### src/tmsn_pkg.sv
package tmsn_pkg;

    localparam int C_SAMPLE_BITS  = 12;
    localparam int C_LANES        = 5;
    localparam int C_ROUND_LEN    = 5;
    localparam int C_ROUND_BITS   = 3;
    // five samples, 300 times full scale, three times a span
    localparam int C_SUM_BITS     = C_SAMPLE_BITS + 3;
    localparam int C_NUM_BITS     = C_SAMPLE_BITS + 9;
    localparam int C_DEN_BITS     = C_SAMPLE_BITS + 2;
    localparam int C_LEVEL_BITS   = 8;
    localparam int C_STEP_BITS    = 3;
    localparam int C_CFG_IDX_BITS = 3;

    localparam int C_SCALE_TOP = 300;
    localparam int C_SCALE_MID = 100;
    localparam int C_DEN_MUL   = 3;
    localparam int C_LEVEL_TOP = 155;

    localparam logic [C_SAMPLE_BITS-1:0] C_FULL_RESET  = '1;
    localparam logic [C_SAMPLE_BITS-1:0] C_FLOOR_RESET = '0;

    typedef enum logic [C_CFG_IDX_BITS-1:0] {
        REG_FULL_SCALE = 3'd0,
        REG_FLOOR_CH0  = 3'd1,
        REG_FLOOR_CH1  = 3'd2,
        REG_FLOOR_CH2  = 3'd3,
        REG_FLOOR_CH3  = 3'd4,
        REG_FLOOR_CH4  = 3'd5
    } t_cfg_reg;

    typedef enum logic [2:0] {
        L_IDLE,
        L_PREP,
        L_CHECK,
        L_DIV,
        L_DONE
    } t_lane_state;

    typedef logic [C_SAMPLE_BITS-1:0] t_sample;

    typedef struct packed {
        t_sample sample_ch0;
        t_sample sample_ch1;
        t_sample sample_ch2;
        t_sample sample_ch3;
        t_sample sample_ch4;
    } t_in_word;

    typedef struct packed {
        logic [C_LEVEL_BITS-1:0] level_ch0;
        logic [C_LEVEL_BITS-1:0] level_ch1;
        logic [C_LEVEL_BITS-1:0] level_ch2;
        logic [C_LEVEL_BITS-1:0] level_ch3;
        logic [C_LEVEL_BITS-1:0] level_ch4;
        logic                    bad_range;
    } t_out_word;

    // running round figures of one channel, including the sample at hand
    typedef struct packed {
        logic [C_SUM_BITS-1:0] sum;
        t_sample               min;
        t_sample               max;
    } t_round_stat;

    // lane status toward the merge stage
    typedef struct packed {
        logic                    busy;
        logic                    done;
        logic [C_LEVEL_BITS-1:0] level;
        logic                    bad;
    } t_lane_stat;

endpackage

### src/tmsn_acc.sv
module tmsn_acc (
    input  logic                 i_clk,
    input  logic                 i_rst_n,
    input  logic                 i_take,
    input  logic                 i_last,
    input  tmsn_pkg::t_sample    i_sample,
    output tmsn_pkg::t_round_stat o_round
);
    import tmsn_pkg::*;

    logic [C_SUM_BITS-1:0] r_sum, n_sum;
    t_sample               r_min, n_min;
    t_sample               r_max, n_max;
    t_round_stat           upd;

    always_comb begin
        upd.sum = r_sum + C_SUM_BITS'(i_sample);
        upd.min = (i_sample < r_min) ? i_sample : r_min;
        upd.max = (i_sample > r_max) ? i_sample : r_max;
        n_sum   = r_sum;
        n_min   = r_min;
        n_max   = r_max;
        if (i_take) begin
            if (i_last) begin
                n_sum = '0;
                n_min = '1;
                n_max = '0;
            end else begin
                n_sum = upd.sum;
                n_min = upd.min;
                n_max = upd.max;
            end
        end
    end

    always_ff @(posedge i_clk) begin
        if (!i_rst_n) begin
            r_sum <= '0;
            r_min <= '1;
            r_max <= '0;
        end else begin
            r_sum <= n_sum;
            r_min <= n_min;
            r_max <= n_max;
        end
    end

    assign o_round = upd;

endmodule

### src/tmsn_level.sv
module tmsn_level (
    input  logic                  i_clk,
    input  logic                  i_rst_n,
    input  logic                  i_start,
    input  tmsn_pkg::t_round_stat i_round,
    input  tmsn_pkg::t_sample     i_full,
    input  tmsn_pkg::t_sample     i_floor,
    input  logic                  i_ack,
    output tmsn_pkg::t_lane_stat  o_stat
);
    import tmsn_pkg::*;

    t_lane_state             r_state, n_state;
    t_round_stat             r_round;
    t_sample                 r_full;
    t_sample                 r_floor;
    logic [C_NUM_BITS-1:0]   r_num;
    logic                    r_neg;
    logic [C_DEN_BITS-1:0]   r_den;
    logic                    r_bad;
    logic [C_NUM_BITS-1:0]   r_rem;
    logic [C_LEVEL_BITS-1:0] r_quo;
    logic [C_STEP_BITS-1:0]  r_step;

    logic [C_SUM_BITS-1:0]   mid;
    logic [C_NUM_BITS-1:0]   pos_term;
    logic [C_NUM_BITS-1:0]   neg_term;
    logic [C_SAMPLE_BITS-1:0] span;
    logic [C_NUM_BITS-1:0]   sat_lim;
    logic [C_NUM_BITS-1:0]   trial;
    logic                    shortcut;

    always_comb begin
        mid      = r_round.sum - C_SUM_BITS'(r_round.min) - C_SUM_BITS'(r_round.max);
        pos_term = C_NUM_BITS'(r_full) * C_NUM_BITS'(C_SCALE_TOP);
        neg_term = C_NUM_BITS'(mid) * C_NUM_BITS'(C_SCALE_MID);
        span     = r_full - r_floor;
        sat_lim  = C_NUM_BITS'(r_den) * C_NUM_BITS'(C_LEVEL_TOP + 1);
        trial    = C_NUM_BITS'(r_den) << r_step;
        shortcut = r_bad || r_neg || (r_num >= sat_lim);
    end

    // next state
    always_comb begin
        n_state = r_state;
        unique case (r_state)
            L_IDLE:  if (i_start) n_state = L_PREP;
            L_PREP:  n_state = L_CHECK;
            L_CHECK: n_state = shortcut ? L_DONE : L_DIV;
            L_DIV:   if (r_step == '0) n_state = L_DONE;
            L_DONE:  if (i_ack) n_state = L_IDLE;
            default: n_state = L_IDLE;
        endcase
    end

    always_ff @(posedge i_clk) begin
        if (!i_rst_n) begin
            r_state <= L_IDLE;
        end else begin
            r_state <= n_state;
        end
    end

    // datapath: prepare numerator and divisor, check for a settled level, then one quotient bit a cycle
    always_ff @(posedge i_clk) begin
        unique case (r_state)
            L_IDLE: begin
                if (i_start) begin
                    r_round <= i_round;
                    r_full  <= i_full;
                    r_floor <= i_floor;
                end
            end
            L_PREP: begin
                r_num <= pos_term - neg_term;
                r_neg <= neg_term > pos_term;
                r_den <= C_DEN_BITS'(span) * C_DEN_BITS'(C_DEN_MUL);
                r_bad <= r_floor >= r_full;
            end
            L_CHECK: begin
                r_rem  <= r_num;
                r_step <= C_STEP_BITS'(C_LEVEL_BITS - 1);
                if (r_bad || r_neg) begin
                    r_quo <= '0;
                end else if (r_num >= sat_lim) begin
                    r_quo <= C_LEVEL_BITS'(C_LEVEL_TOP);
                end else begin
                    r_quo <= '0;
                end
            end
            L_DIV: begin
                if (r_rem >= trial) begin
                    r_rem         <= r_rem - trial;
                    r_quo[r_step] <= 1'b1;
                end
                r_step <= r_step - 1'b1;
            end
            L_DONE: begin
            end
            default: begin
            end
        endcase
    end

    // outputs
    always_comb begin
        o_stat.busy  = (r_state != L_IDLE);
        o_stat.done  = (r_state == L_DONE);
        o_stat.level = r_quo;
        o_stat.bad   = r_bad;
    end

endmodule

### src/tmsn_merge.sv
module tmsn_merge (
    input  logic                                   i_clk,
    input  logic                                   i_rst_n,
    input  tmsn_pkg::t_lane_stat [tmsn_pkg::C_LANES-1:0] i_stat,
    input  logic                                   i_out_stall,
    output logic                                   o_out_valid,
    output tmsn_pkg::t_out_word                    o_out_data,
    output logic                                   o_ack
);
    import tmsn_pkg::*;

    logic      r_valid;
    t_out_word r_word, n_word;
    logic      all_done;
    logic      any_bad;
    logic      load;

    always_comb begin
        all_done = 1'b1;
        any_bad  = 1'b0;
        for (int c = 0; c < C_LANES; c++) begin
            all_done = all_done & i_stat[c].done;
            any_bad  = any_bad | i_stat[c].bad;
        end
        load             = all_done && (!r_valid || !i_out_stall);
        n_word.level_ch0 = i_stat[0].level;
        n_word.level_ch1 = i_stat[1].level;
        n_word.level_ch2 = i_stat[2].level;
        n_word.level_ch3 = i_stat[3].level;
        n_word.level_ch4 = i_stat[4].level;
        n_word.bad_range = any_bad;
    end

    always_ff @(posedge i_clk) begin
        if (!i_rst_n) begin
            r_valid <= 1'b0;
        end else if (load) begin
            r_valid <= 1'b1;
        end else if (!i_out_stall) begin
            r_valid <= 1'b0;
        end
    end

    always_ff @(posedge i_clk) begin
        if (load) begin
            r_word <= n_word;
        end
    end

    assign o_out_valid = r_valid;
    assign o_out_data  = r_word;
    assign o_ack       = load;

endmodule

### src/trimmed_mean_sensor_normalizer_top.sv
// from the fifth word of a round, each lane runs prep and check, divides unless the check settles
//   the level, and waits in done; the merge stage registers the result word once every lane is done
// one input word a cycle; the fifth word of a round waits while the lane dividers still hold the previous round
// the division is restoring, one quotient bit a cycle in each of five channel lanes
// reset (i_rst_n low, synchronous): round state cleared, full scale 4095, floors 0
module trimmed_mean_sensor_normalizer_top (
    input  logic                                    i_clk,
    input  logic                                    i_rst_n,
    // input word channel
    input  logic                                    i_in_valid,
    output logic                                    o_in_stall,
    input  tmsn_pkg::t_in_word                      i_in_data,
    // result word channel
    output logic                                    o_out_valid,
    input  logic                                    i_out_stall,
    output tmsn_pkg::t_out_word                     o_out_data,
    // register write channel
    input  logic                                    i_cfg_valid,
    output logic                                    o_cfg_ready,
    input  logic [tmsn_pkg::C_CFG_IDX_BITS-1:0]     i_cfg_index,
    input  tmsn_pkg::t_sample                       i_cfg_data
);
    import tmsn_pkg::*;

    // configuration registers
    t_sample                   r_full;
    t_sample [C_LANES-1:0]     r_floor;

    // round position, 0 .. round length - 1
    logic [C_ROUND_BITS-1:0]   r_round;

    t_sample [C_LANES-1:0]     samples;
    t_round_stat [C_LANES-1:0] round_stat;
    t_lane_stat [C_LANES-1:0]  lane_stat;
    logic                      take;
    logic                      last;
    logic                      start;
    logic                      any_busy;
    logic                      ack;

    assign samples[0] = i_in_data.sample_ch0;
    assign samples[1] = i_in_data.sample_ch1;
    assign samples[2] = i_in_data.sample_ch2;
    assign samples[3] = i_in_data.sample_ch3;
    assign samples[4] = i_in_data.sample_ch4;

    // the round closes on its last word; that word needs all lanes free
    always_comb begin
        any_busy = 1'b0;
        for (int c = 0; c < C_LANES; c++) begin
            any_busy = any_busy | lane_stat[c].busy;
        end
    end

    assign last       = (r_round == C_ROUND_BITS'(C_ROUND_LEN - 1));
    assign o_in_stall = last && any_busy;
    assign take       = i_in_valid && !o_in_stall;
    assign start      = take && last;

    always_ff @(posedge i_clk) begin
        if (!i_rst_n) begin
            r_round <= '0;
        end else if (take) begin
            r_round <= last ? '0 : r_round + 1'b1;
        end
    end

    // register writes are always taken; unknown indexes are dropped
    assign o_cfg_ready = 1'b1;

    always_ff @(posedge i_clk) begin
        if (!i_rst_n) begin
            r_full  <= C_FULL_RESET;
            r_floor <= {C_LANES{C_FLOOR_RESET}};
        end else if (i_cfg_valid && o_cfg_ready) begin
            if (i_cfg_index == REG_FULL_SCALE) begin
                r_full <= i_cfg_data;
            end
            for (int c = 0; c < C_LANES; c++) begin
                if (i_cfg_index == REG_FLOOR_CH0 + C_CFG_IDX_BITS'(c)) begin
                    r_floor[c] <= i_cfg_data;
                end
            end
        end
    end

    // one accumulator and one level divider per channel
    for (genvar g = 0; g < C_LANES; g++) begin : g_lane
        tmsn_acc u_acc (
            .i_clk    (i_clk),
            .i_rst_n  (i_rst_n),
            .i_take   (take),
            .i_last   (last),
            .i_sample (samples[g]),
            .o_round  (round_stat[g])
        );

        tmsn_level u_level (
            .i_clk    (i_clk),
            .i_rst_n  (i_rst_n),
            .i_start  (start),
            .i_round  (round_stat[g]),
            .i_full   (r_full),
            .i_floor  (r_floor[g]),
            .i_ack    (ack),
            .o_stat   (lane_stat[g])
        );
    end

    // gathers the five levels into one result word once every lane is done
    tmsn_merge u_merge (
        .i_clk       (i_clk),
        .i_rst_n     (i_rst_n),
        .i_stat      (lane_stat),
        .i_out_stall (i_out_stall),
        .o_out_valid (o_out_valid),
        .o_out_data  (o_out_data),
        .o_ack       (ack)
    );

endmodule

### config.mk
export PLATFORM = sky130hd
export DESIGN_NAME = trimmed_mean_sensor_normalizer_top
export DESIGN_NICKNAME = d
export VERILOG_FILES = /design/src/tmsn_pkg.sv /design/src/tmsn_acc.sv /design/src/tmsn_level.sv /design/src/tmsn_merge.sv /design/src/trimmed_mean_sensor_normalizer_top.sv
export SDC_FILE = /design/constraint.sdc
export NUM_CORES = 2
export LEC_CHECK = 0
export BUFFER_PORTS_ARGS = -buffer_cell sky130_fd_sc_hd__buf_2
export CAP_MARGIN = 20
export CORE_MARGIN = 4
export CORE_UTILIZATION = 59
export DETAILED_ROUTE_END_ITERATION = 8
export PLACE_DENSITY_LB_ADDON = 0.15
export SYNTH_ARGS = -nofsm -noshare
export SYNTH_HDL_FRONTEND = slang
export SYNTH_HIERARCHICAL = 1
export SYNTH_SLANG_ARGS = --single-unit
### constraint.sdc
create_clock -name i_clk -period 6.2 [get_ports i_clk]
set_clock_uncertainty 0.15 [all_clocks]
set_input_delay 1.24 -clock i_clk [delete_from_list [all_inputs] [get_ports i_clk]]
set_output_delay 1.24 -clock i_clk [all_outputs]
set_load 0.02 [all_outputs]
==> impl_metrics.tcl <==
set metrics [dict create \
    place_congestion 0.933 \
    cp_data_required_time_ns 6.55 \
    synth_edf_count 691 \
    crit_fanout 3 \
    synth_fp_nets 10800 \
    grt_max_degree 100 \
    synth_cells 9010 \
    final_cell_area_sq_mm 0.0985 \
    n_fill_cell 11500 \
    vias 67500 \
    yosys_warnings 6 \
    path_clk_slew_ns 0.07 \
    die_w_um 394 \
    yosys.area.top_type_share_pct 23.7 \
    m1WireLength_um 102000 \
    die-area_sq_mm 0.155 \
    grt_pass1_vias 65600 \
    fin_crit_sh_pct 103 \
    track_usage_pct 27.1 \
    wl_um 217000 \
    slowest_stage "fa_1" \
    synthDistinctLibCells 133 \
    clkLatencyLatePin_ns 0.75 \
    dp.cells 11100 \
    violations "setup timing" \
    tritoncts "yes" \
    ys_seq_area_share_pct 30.2 \
    core_region_area_sq_mm 0.148 \
    area_delta_synth_final_pct 12.3 \
    period_needed_ns 6.38 \
    wl_met3_um 14600 \
    final_net_count 11100 \
    fp.dieH_um 394 \
    powerDensity_mw_per_mm2 230 \
    yosys.area_share.simple_pct 11.1 \
    cts_buffers 114 \
    yosysTopAreaCell "edfxtp_1" \
    slew_headroom_pct 27.9 \
    p_leak_nw 44.3 \
    synth_compound_area_share_pct 17.3 \
    drv_cap 0 \
    ys_top_cells_by_area "edfxtp_1, ha_1, fa_1" \
    drtAntennaViolNets 0 \
    cts_root_buf "clkbuf_16" \
    rsz0062_at_grt "true" \
    drv_slew 0 \
    muxShareOfSynthArea_pct 2.74 \
    synth-xor-area-share_pct 5.84 \
    hp-class "flip-flop to flip-flop" \
    drive_above_1_share_pct 12.8 \
    antenna_found_initial 18 \
    syn_area_sq_mm 0.0877 \
    clock-sinks 977 \
    peakVddDrop_uv 221 \
    final_cell_count_no_fill 11400 \
    synth_seq_cells 977 \
    port_buffers 122 \
    start_kind "flip-flop" \
    hpwl_um 167000 \
    top_layer "met5" \
    drt_pass1_iterations 6 \
    hold_violations 0 \
    endpoint_kind "flip-flop" \
    finalWorstSetupSlack_ns -0.183 \
    gr-total-overflow 0 \
    synth_ff_type "edfxtp_1" \
    grt_pass1_wl_um 344000 \
    ff2ff_path_depth 29 \
    worstMarginPinSlew_ns 1.08 \
    synth_top_family_by_area "adder cells" \
    initial_core_util_pct 59.4 \
    fmax_ghz 0.157 \
    path_class "flip-flop to flip-flop" \
    drtIter0Drc 4537 \
    wl_per_cell_um 19.0 \
    dp_slack_ns -0.252 \
    avgSynthCellArea_sq_um 9.74 \
    rows 141 \
    r2r_setup_slack_ns -0.18 \
    async_flop_share_pct 0 \
    yosys.area_share.adder_pct 26.4 \
    h-tree-depth 3 \
    setup_tns_ns -0.569 \
    clk_path_buf_depth 3 \
    placed_area_sq_mm 0.0918 \
    hold_depth 0 \
    outcome "complete, but fails checks" \
    drc 0 \
    cp.arrival_ns 6.73 \
    slowest_delay_ns 0.51 \
    setup-violations-final 7 \
    viasPerCell 5.91 \
    routed-wl-met2_um 95700 \
    io_pins 124 \
]
## kinds of logic after synthesis
group	after synthesis
simple gates	1973
other cells	1
flops	977
compound gates	2207
fa+ha+maj	1662
mux	184
buf+inv	1421
xor+xnor	585
## synthesized netlist by cell type (23+ instances only)
master / count
a211oi_1: 68
nor2b_1: 177
a32o_1: 65
and3_1: 50
mux2_4: 40
nand2b_1: 107
a211o_1: 29
clkbuf_1: 137
nor3b_1: 26
or3_1: 31
and2_1: 44
nand4_1: 84
o2111ai_1: 23
nand3_1: 142
o21ai_0: 346
a21boi_0: 56
a21o_1: 245
o31ai_1: 39
mux4_2: 25
o211ai_1: 57
o32a_1: 61
nand2_1: 616
xor2_1: 236
o21bai_1: 54
inv_1: 1204
ha_1: 1342
xnor2_1: 349
a21oi_1: 538
dfxtp_1: 286
o21ai_1: 117
fa_1: 320
buf_2: 37
a21boi_1: 30
edfxtp_1: 691
a22oi_1: 28
nor2_1: 431
a31oi_1: 58
nor3_1: 113
o21a_1: 112
mux2i_1: 78
## placed cells by master, fill, tap and decap left out, types with 78 or more instances in the layout
cell type	instances
edfxtp_1	691
xnor2_1	329
nor2b_1	174
ha_1	1266
o21ai_1	116
clkbuf_16	115
inv_1	1162
dfxtp_1	286
nor3_1	104
nand2b_1	106
buf_2	121
nor2_1	407
nand4_1	84
a21oi_1	482
buf_4	307
nand3_1	138
o21ai_0	329
mux2i_1	78
nand2_1	606
fa_1	318
xor2_1	225
o21a_1	112
a21o_1	245
## worst paths after layout
path                                      start                             to
hold reg to reg                     r_floor[46]  g_lane[3].u_level/r_floor[10]
setup reg to reg  g_lane[1].u_level/r_round[26]    g_lane[1].u_level/r_num[20]
setup / recovery  g_lane[1].u_level/r_round[26]    g_lane[1].u_level/r_num[20]
hold / removal                      r_floor[46]  g_lane[3].u_level/r_floor[10]
## metrics by stage
| step | utilization [%] | power, mW | hold slack [ns] |
|---|---|---|---|
| floorplan | - | 12.5 | 0.258 |
| global placement | 62.2 | 14.3 | 0.262 |
| detailed placement | 62.2 | 14.5 | 0.265 |
| CTS | 65.5 | 21.9 | 0.248 |
| global route | 66.7 | 23.9 | 0.262 |
| finish | 66.7 | 22.7 | 0.258 |
## what timing repair did
item | in CTS | in global routing
gates resized for setup | 129 | 285
pin swaps | 107 | 236
endpoints found under the setup margin | 20 | 35
setup buffers | 30 | 37
hold buffers | 0 | 0
## worst max-delay path: cells and delay by family, from the launching register on
family	cells	cell delay, ns
buffers and inverters	6	0.56
and+or+nand+nor	4	0.86
xor gates and xnor gates	3	0.46
adders and majority gates	7	2.22
DFF	1	0.39
AOI/OAI and AO/OA	9	1.48
## cell type report
class | count | area, sq um | area share [%]
Clock inverter | 80 | 956 | 0.970
Sequential cell | 977 | 26500 | 26.9
Antenna cell | 11 | 27.5 | 0.0279
Multi-Input combinational cell | 6612 | 57800 | 58.7
Clock buffer | 137 | 3010 | 3.06
Tap cell | 1930 | 2410 | 2.45
Timing Repair Buffer | 456 | 3260 | 3.30
Inverter | 1209 | 4540 | 4.61
## flip-flops by register name, summed over array words and instances, names as in the netlist, 40 cells and up
name                    cells
g_lane.u_level/r_floor     60
g_lane.u_level/r_num       95
u_merge/o_out_data         41
g_lane.u_level/r_den       70
g_lane.u_level/r_quo       40
g_lane.u_acc/r_min         60
g_lane.u_acc/r_max         60
r_floor                    60
g_lane.u_level/r_full      60
g_lane.u_acc/r_sum         75
g_lane.u_level/r_round    195
g_lane.u_level/r_rem      105
## power breakdown
group / internal [mW] / switching, mW / total [mW]
combinational: 3.67 / 4.28 / 7.95
clock: 4.14 / 2.91 / 7.05
sequential: 7.48 / 0.189 / 7.67
## metal layers
layer,GRT usage (%),vias up
met1,39.7,32400
met2,42.4,1784
li1,-,32900
met3,3.98,317
met5,0,-
met4,6.32,10
Note: power is estimated with default switching activity, not from simulation.
